$ cat src/assert_macros.svh
// ----------------------------------------------------------------------------
// Assertion macros
// Shared concurrent assertion helpers for the Booth multiplier RTL. They
// compile to nothing when SYNTHESIS is defined.
// ----------------------------------------------------------------------------
`ifndef ASSERT_MACROS_SVH
`define ASSERT_MACROS_SVH

`ifndef SYNTHESIS

`define BSM_ASSERT_SAME(label, clk, rst, ante, cons) \
    label: assert property (@(posedge clk) disable iff (rst) (ante) |-> (cons)) \
        else $error("Same-cycle assertion failed.");

`define BSM_ASSERT_NEXT(label, clk, rst, ante, cons) \
    label: assert property (@(posedge clk) disable iff (rst) (ante) |=> (cons)) \
        else $error("Next-cycle assertion failed.");

`else

`define BSM_ASSERT_SAME(label, clk, rst, ante, cons)

`define BSM_ASSERT_NEXT(label, clk, rst, ante, cons)

`endif

`endif

$ cat src/bsm_pkg.sv
// ----------------------------------------------------------------------------
// Booth multiplier package
// Field widths, payload types and Booth recoding codes shared by the
// interfaces and the pipeline modules.
// ----------------------------------------------------------------------------
package bsm_pkg;

    localparam int FIELD_W   = 16;
    localparam int PRODUCT_W = 32;

    typedef logic signed [FIELD_W-1:0]   t_field;
    typedef logic signed [PRODUCT_W-1:0] t_product;

    // Booth pair is {current bit, previous bit}.
    localparam logic [1:0] BOOTH_ADD = 2'b01;
    localparam logic [1:0] BOOTH_SUB = 2'b10;

endpackage

$ cat src/bsm_if.sv
// ----------------------------------------------------------------------------
// Booth multiplier channels
// Valid/ready channels for operand transactions and product transactions.
// ----------------------------------------------------------------------------
interface bsm_in_if;
    import bsm_pkg::*;

    logic   valid;
    logic   ready;
    t_field multiplier;
    t_field multiplicand;

    modport source (output valid, output multiplier, output multiplicand, input ready);
    modport sink   (input valid, input multiplier, input multiplicand, output ready);
endinterface

interface bsm_out_if;
    import bsm_pkg::*;

    logic     valid;
    logic     ready;
    t_product product;

    modport source (output valid, output product, input ready);
    modport sink   (input valid, input product, output ready);
endinterface

$ cat src/bsm_step.sv
// ----------------------------------------------------------------------------
// Booth step stage
// One radix-2 Booth recoding step followed by a pipeline register. The stage
// holds its transaction until the next stage can take it.
// ----------------------------------------------------------------------------
module bsm_step #(
    parameter int WIDTH = 16,
    parameter int IDX   = 0
) (
    input  logic                      i_clk,
    input  logic                      i_rst_n,
    input  logic                      i_valid,
    output logic                      o_ready,
    input  logic signed [2*WIDTH-1:0] i_acc,
    input  logic        [WIDTH-1:0]   i_mplier,
    input  logic signed [WIDTH-1:0]   i_mcand,
    output logic                      o_valid,
    input  logic                      i_ready,
    output logic signed [2*WIDTH-1:0] o_acc,
    output logic        [WIDTH-1:0]   o_mplier,
    output logic signed [WIDTH-1:0]   o_mcand
);
    import bsm_pkg::*;

    localparam int ACC_W = 2 * WIDTH;

    logic                     r_valid;
    logic signed [ACC_W-1:0]  r_acc;
    logic        [WIDTH-1:0]  r_mplier;
    logic signed [WIDTH-1:0]  r_mcand;
    logic signed [ACC_W-1:0]  n_acc;
    logic                     w_prev;
    logic [1:0]               w_pair;
    logic signed [ACC_W-1:0]  w_term;
    logic                     w_load;

    generate
        if (IDX == 0) begin : g_first
            assign w_prev = 1'b0;
        end else begin : g_rest
            assign w_prev = i_mplier[IDX-1];
        end
    endgenerate

    assign w_pair  = {i_mplier[IDX], w_prev};
    assign w_term  = ACC_W'(i_mcand) <<< IDX;
    assign o_ready = ~r_valid | i_ready;
    assign w_load  = i_valid & o_ready;

    always_comb begin
        case (w_pair)
            BOOTH_ADD: begin
                n_acc = i_acc + w_term;
            end
            BOOTH_SUB: begin
                n_acc = i_acc - w_term;
            end
            default: begin
                n_acc = i_acc;
            end
        endcase
    end

    always_ff @(posedge i_clk) begin
        if (!i_rst_n) begin
            r_valid <= 1'b0;
        end else if (o_ready) begin
            r_valid <= i_valid;
        end
    end

    always_ff @(posedge i_clk) begin
        if (w_load) begin
            r_acc    <= n_acc;
            r_mplier <= i_mplier;
            r_mcand  <= i_mcand;
        end
    end

    assign o_valid  = r_valid;
    assign o_acc    = r_acc;
    assign o_mplier = r_mplier;
    assign o_mcand  = r_mcand;

endmodule

$ cat src/booth_signed_multiplier_core.sv
// ----------------------------------------------------------------------------
// Booth signed multiplier core
// Pipelined radix-2 Booth multiplier for two's-complement operands.
// ----------------------------------------------------------------------------
// Usage:
// Operand transactions arrive on i_in (multiplier, multiplicand) and product
// transactions leave on o_out, both with valid/ready handshakes.
// Each operand is read as its low WIDTH bits in two's complement, and the
// 2*WIDTH-bit product is zero-extended or cut to the 32-bit product field.
// The pipeline has WIDTH stages, one Booth step and one register each.
// One transaction is accepted per cycle unless back-pressure has filled the
// pipeline; throughput is set by the single adder per stage, not by any
// shared unit.
// Each stage takes a new transaction when it is empty or its own content
// moves on, so bubbles collapse while the output is stalled.
// When o_out.ready stays low, the pipeline fills and i_in.ready drops after
// at most WIDTH further transactions; nothing is dropped or repeated.
// Reset clears all stage valid bits; the operand and sum registers are not
// reset.
// ----------------------------------------------------------------------------
`include "assert_macros.svh"

module booth_signed_multiplier_core #(
    parameter int WIDTH = 16
) (
    input  logic       i_clk,
    input  logic       i_rst_n,
    bsm_in_if.sink     i_in,
    bsm_out_if.source  o_out
);
    import bsm_pkg::*;

    localparam int ACC_W = 2 * WIDTH;

    logic                    w_valid  [0:WIDTH];
    logic                    w_ready  [0:WIDTH];
    logic signed [ACC_W-1:0] w_acc    [0:WIDTH];
    logic        [WIDTH-1:0] w_mplier [0:WIDTH];
    logic signed [WIDTH-1:0] w_mcand  [0:WIDTH];

    assign w_valid[0]  = i_in.valid;
    assign i_in.ready  = w_ready[0];
    assign w_acc[0]    = '0;
    assign w_mplier[0] = WIDTH'(i_in.multiplier);
    assign w_mcand[0]  = WIDTH'(i_in.multiplicand);

    generate
        for (genvar k = 0; k < WIDTH; k++) begin : g_stage
            bsm_step #(
                .WIDTH (WIDTH),
                .IDX   (k)
            ) u_step (
                .i_clk    (i_clk),
                .i_rst_n  (i_rst_n),
                .i_valid  (w_valid[k]),
                .o_ready  (w_ready[k]),
                .i_acc    (w_acc[k]),
                .i_mplier (w_mplier[k]),
                .i_mcand  (w_mcand[k]),
                .o_valid  (w_valid[k+1]),
                .i_ready  (w_ready[k+1]),
                .o_acc    (w_acc[k+1]),
                .o_mplier (w_mplier[k+1]),
                .o_mcand  (w_mcand[k+1])
            );
        end
    endgenerate

    assign w_ready[WIDTH] = o_out.ready;
    assign o_out.valid    = w_valid[WIDTH];
    assign o_out.product  = PRODUCT_W'($unsigned(w_acc[WIDTH]));

    `BSM_ASSERT_SAME(a_product_exact, i_clk, !i_rst_n, o_out.valid,
        o_out.product == PRODUCT_W'($unsigned(ACC_W'($signed(w_mplier[WIDTH]))
            * ACC_W'(w_mcand[WIDTH]))))
    `BSM_ASSERT_SAME(a_ready_chain, i_clk, !i_rst_n, o_out.ready, i_in.ready)
    `BSM_ASSERT_NEXT(a_reset_empty, i_clk, 1'b0, !i_rst_n, !o_out.valid)

endmodule

$ cat src/flat_wrapper.sv
// flat-port wrapper written by rule: the top's interface ports become plain ports
module booth_signed_multiplier_core_flat import bsm_pkg::*;
#(
    parameter int WIDTH = 16
)
  (i_clk, i_rst_n, i_in_valid, i_in_multiplier, i_in_multiplicand, i_in_ready, o_out_valid, o_out_product, o_out_ready);
  bsm_in_if i_in_i ();
  bsm_out_if o_out_i ();
  input  logic i_clk;
  input  logic i_rst_n;
  input wire logic [$bits(i_in_i.valid)-1:0] i_in_valid;
  input wire logic [$bits(i_in_i.multiplier)-1:0] i_in_multiplier;
  input wire logic [$bits(i_in_i.multiplicand)-1:0] i_in_multiplicand;
  output wire logic [$bits(i_in_i.ready)-1:0] i_in_ready;
  output wire logic [$bits(o_out_i.valid)-1:0] o_out_valid;
  output wire logic [$bits(o_out_i.product)-1:0] o_out_product;
  input wire logic [$bits(o_out_i.ready)-1:0] o_out_ready;
  assign i_in_i.valid = i_in_valid;
  assign i_in_i.multiplier = i_in_multiplier;
  assign i_in_i.multiplicand = i_in_multiplicand;
  assign i_in_ready = i_in_i.ready;
  assign o_out_valid = o_out_i.valid;
  assign o_out_product = o_out_i.product;
  assign o_out_i.ready = o_out_ready;
  booth_signed_multiplier_core #(.WIDTH(WIDTH)) u_core (.i_clk(i_clk), .i_rst_n(i_rst_n), .i_in(i_in_i), .o_out(o_out_i));
endmodule
$ cat config.mk
export PLATFORM = sky130hd
export DESIGN_NAME = booth_signed_multiplier_core_flat
export DESIGN_NICKNAME = d
export VERILOG_FILES = /design/src/bsm_pkg.sv /design/src/bsm_if.sv /design/src/bsm_step.sv /design/src/booth_signed_multiplier_core.sv /design/src/flat_wrapper.sv
export VERILOG_INCLUDE_DIRS = /design/src /design/src/src
export SDC_FILE = /design/constraint.sdc
export NUM_CORES = 2
export LEC_CHECK = 0
export BUFFER_PORTS_ARGS = -buffer_cell sky130_fd_sc_hd__buf_2
export CAP_MARGIN = 20
export CORE_UTILIZATION = 40
export CTS_CLUSTER_DIAMETER = 60
export CTS_CLUSTER_SIZE = 40
export DETAILED_ROUTE_END_ITERATION = 10
export PLACE_DENSITY_LB_ADDON = 0.12
export REMOVE_ABC_BUFFERS = 1
export SLEW_MARGIN = 5
export SYNTH_ARGS = -nofsm -noshare
export SYNTH_HDL_FRONTEND = slang
export SYNTH_HIERARCHICAL = 1
export SYNTH_SLANG_ARGS = --single-unit
$ cat constraint.sdc
create_clock -name i_clk -period 5.45 [get_ports i_clk]
set_input_delay 1.09 -clock i_clk [delete_from_list [all_inputs] [get_ports i_clk]]
set_output_delay 1.09 -clock i_clk [all_outputs]
set_load 0.005 [all_outputs]
# Yosys cells after proc, flatten, opt, wreduce, memory -nomap -nowiden
# Cells that the tools add are included.
# W data, S select, Z words.
# word_totals
regBits	1008
input_bits	36
output_inout_bits	34
word_cells	186
# op_classes
addsub	31
eq_ne	30
mux	15
bitwise	48
# op_table
operator	count
$pmux W32 S2	15
$add A32 B17 Y32	1
$add A32 B18 Y32	1
$add A32 B19 Y32	1
$add A32 B20 Y32	1
$add A32 B21 Y32	1
$add A32 B22 Y32	1
$add A32 B23 Y32	1
$add A32 B24 Y32	1
$add A32 B25 Y32	1
$add A32 B26 Y32	1
$add A32 B27 Y32	1
$add A32 B28 Y32	1
$add A32 B29 Y32	1
$add A32 B30 Y32	1
$add A32 B31 Y32	1
$sub A32 B17 Y32	1
$sub A32 B18 Y32	1
$sub A32 B19 Y32	1
$sub A32 B20 Y32	1
$sub A32 B21 Y32	1
$sub A32 B22 Y32	1
$sub A32 B23 Y32	1
$sub A32 B24 Y32	1
other kinds (13)	86

# Logic depth before layout (Yosys ltp)
# depth
depth_word	18
ltp_mapped	18
ltp_nobuf	17

# Hierarchy
# The synthesis kept the hierarchy.
# modules_own_cells
mod	instances	cells_each	area_per_inst_um2	seq_area_each_um2
bsm_step (u_core.g_stage[1].u_step)	1	469	4601.9	1941.9
bsm_step (u_core.g_stage[2].u_step)	1	439	4511.8	1941.9
bsm_step (u_core.g_stage[3].u_step)	1	434	4355.4	1941.9
bsm_step (u_core.g_stage[4].u_step)	1	409	4275.4	1941.9
bsm_step (u_core.g_stage[0].u_step)	1	391	4214.0	1941.9
bsm_step (u_core.g_stage[5].u_step)	1	407	4194.0	1941.9
bsm_step (u_core.g_stage[6].u_step)	1	395	4080.2	1941.9
bsm_step (u_core.g_stage[7].u_step)	1	387	4018.9	1941.9
bsm_step (u_core.g_stage[8].u_step)	1	366	3940.0	1941.9
bsm_step (u_core.g_stage[9].u_step)	1	336	3791.1	1941.9
bsm_step (u_core.g_stage[10].u_step)	1	335	3719.8	1941.9
bsm_step (u_core.g_stage[11].u_step)	1	325	3663.5	1941.9
bsm_step (u_core.g_stage[12].u_step)	1	312	3595.9	1941.9
bsm_step (u_core.g_stage[14].u_step)	1	301	3535.9	1941.9
+3 rows	--	--	--	--

# Worst setup path before layout
# Ideal clock, no wire load.
# synth_timing
path_kind	input port to flip-flop
from	in o_out_ready
to	reg u_core.g_stage[0].u_step.r_acc[0], enable pin
setup_ps	429
arrival_ps	4461
t_required_ps	5021
setup_slack_ps	560
path_stages	17
n_path_buf	0
cell_sequence	nand2b_1 -> nand2b_1 -> nand2b_1 -> nand2b_1 -> nand2b_1 -> nand2b_1 -> nand2b_1 -> nand2b_1 -> nand2b_1 -> nand2b_1 -> nand2b_1 -> nand2b_1 -> nand2b_1 -> nand2b_1 -> nand2b_1 -> nand2b_1 -> and2_1
# synth_rtl
item	line_no	source
start, declared	flat_wrapper.sv:17	input wire logic [$bits(o_out_i.ready)-1:0] o_out_ready;
end signal, assigned	bsm_step.sv:74	r_acc <= n_acc;
end, declared	bsm_step.sv:28	logic signed [ACC_W-1:0] r_acc;

==> reports/results.txt <==
Leak -> 24.2 nW
Final core utilization -> 44.6%
Setup TNS -> 0 ns
Total Routing Usage GR -> 18.8%
Die Area -> 150000 um^2
Initial Utilization -> 40.5%
Vias/cell -> 5.54
Hold Crit Class -> register to register
Maximum root-to-sink buffer count -> 3
Critical path arrival -> 4.12 ns
Syn-to-layout area delta -> 10.2%
Crit share post-route -> 95.7%
DRC Markers -> 0
Layout Skew -> 0.0692 ns
P per Cell Area -> 248 nW/um^2
Die H -> 387 um
Initial antenna violation count -> 10
Slew headroom -> 36.2%
Iter 0 DRT Violations -> 2987
Number of hold buffers added after cts -> 0
Routability Congestion -> 0.900
Number of port buffers -> 69
Fraction of layout cells with a size suffix above 1 -> 8.98%
Final Worst Setup Slack -> 0.236 ns
Dpl cells -> 7626
Synth Cell Area -> 59200 um^2
Clock transition at the registers of the reported paths -> 0.09 ns
Post-synthesis cell count -> 5733
Commonest non-fill, non-tap cell in the layout -> edfxtp_1
Cell Count, Final, Fillers Out -> 7798
Max Cap Violations -> 0
Largest net degree at the start of global routing -> 63
Overall Power -> 16.2 mW
Max Fclk -> 192 MHz
Vias -> 43200
Hold violation total from the final report -> 0
Setup CP Type -> input pin to output port
Clock root cell -> clkbuf_16
First-pass GRT wire length -> 228000 um
Die Wd -> 387 um
CP Launch Type -> input pin
N_diodes -> 0
Crit-path max FO -> 3
Max VDD drop -> 0.000304 V
CP Data Required Time -> 4.36 ns
Core region area -> 146000 um^2
Post-layout net count -> 6263
TritonCTS clock tree -> done
Total gr overflow -> 0
Syn avg cell area -> 10.3 um^2
Detailed Routing Iterations Pass 1 -> 5
Max H-tree Level -> 3
Setup Fix Bufs, Post-CTS -> 0
Endpoint class of the critical path -> output port
DRT antenna net count -> 0
Routed length per placed instance -> 18.5 um
Cell Area, Placed -> 61800 um^2
Post-Layout Inst Area -> 65300 um^2
Final slew viol count -> 0
Num CTS Buffers -> 92
Final setup vio count -> 0
DP Wirelength -> 112000 um
Number of global-route vias before repair -> 40600
I/O pin count -> 70
CTS Sinks -> 903
Flop2flop setup slack -> 0.93 ns
Synth warn -> 6
Minimum clock period -> 5.21 ns
Most frequent cells in the layout -> 887 x edfxtp_1, 556 x nand2_1, 453 x a21oi_1
Hold WS -> 0.379 ns
Status -> finished, final reports clean
Post_cts resized -> 0
Drt total wl -> 144000 um
Fill cells -> 13800
Clock Latency Late Sink -> 0.74 ns
Slew at the pin closest to its max-slew limit -> 0.958 ns
Pre-CTS setup slack -> 0.155 ns
Std cell rows -> 140
-- layout make-up --
| class | count | area, um^2 | share of cell area, % |
|---|---|---|---|
| Tap cell | 1917 | 2400 | 3.67 |
| Sequential cell | 903 | 27000 | 41.3 |
| Clock inverter | 78 | 1180 | 1.81 |
| Multi-Input combinational cell | 4450 | 30800 | 47.2 |
| Clock buffer | 93 | 2310 | 3.53 |
| Timing Repair Buffer | 119 | 746 | 1.14 |
| Inverter | 238 | 895 | 1.37 |
-- state kept, by name, indices dropped and copies added, names as in the netlist --
register and cells:
u_core/g_stage.u_step/o_mcand 240, u_core/g_stage.u_step/o_acc 512, u_core/g_stage.u_step/o_valid 16, u_core/g_stage.u_step/o_mplier 135
-- final timing paths --
check / from / end / cells after the start
worst max-delay path: o_out_ready / i_in_ready / 18
worst min-delay path: u_core/g_stage[7].u_step/o_mplier[11] / u_core/g_stage[8].u_step/o_mplier[11] / 0
worst max register to register: u_core/g_stage[2].u_step/o_mcand[3] / u_core/g_stage[3].u_step/o_acc[29] / 14
worst min register to register: u_core/g_stage[7].u_step/o_mplier[11] / u_core/g_stage[8].u_step/o_mplier[11] / 0
-- routing by layer --
metal	vias to the layer above	track usage (%)	share of wire, %
met5	-	0	0.010
met2	885	30.3	46
met3	155	2.55	4.5
li1	21600	-	-
met4	2	4.77	2.0
met1	20600	26.6	48
-- worst max-delay path, cell delays in order --
cell      delay, ns
buf_2          0.10
nand2b_1       0.16
nand2b_1       0.17
nand2b_1       0.17
nand2b_1       0.17
nand2b_1       0.18
nand2b_1       0.18
nand2b_4       0.18
nand2b_4       0.16
nand2b_1       0.17
nand2b_1       0.17
nand2b_1       0.17
nand2b_1       0.17
nand2b_1       0.17
nand2b_1       0.17
nand2b_1       0.18
nand2b_1       0.18
buf_4          0.19
-- power by group --
group	internal [mW]	switching (mW)	total, mW
Sequential	7.68	0.0689	7.75
Clock	3.62	3.37	6.99
Combinational	0.589	0.852	1.44
Power figures use the tool's default switching activity.
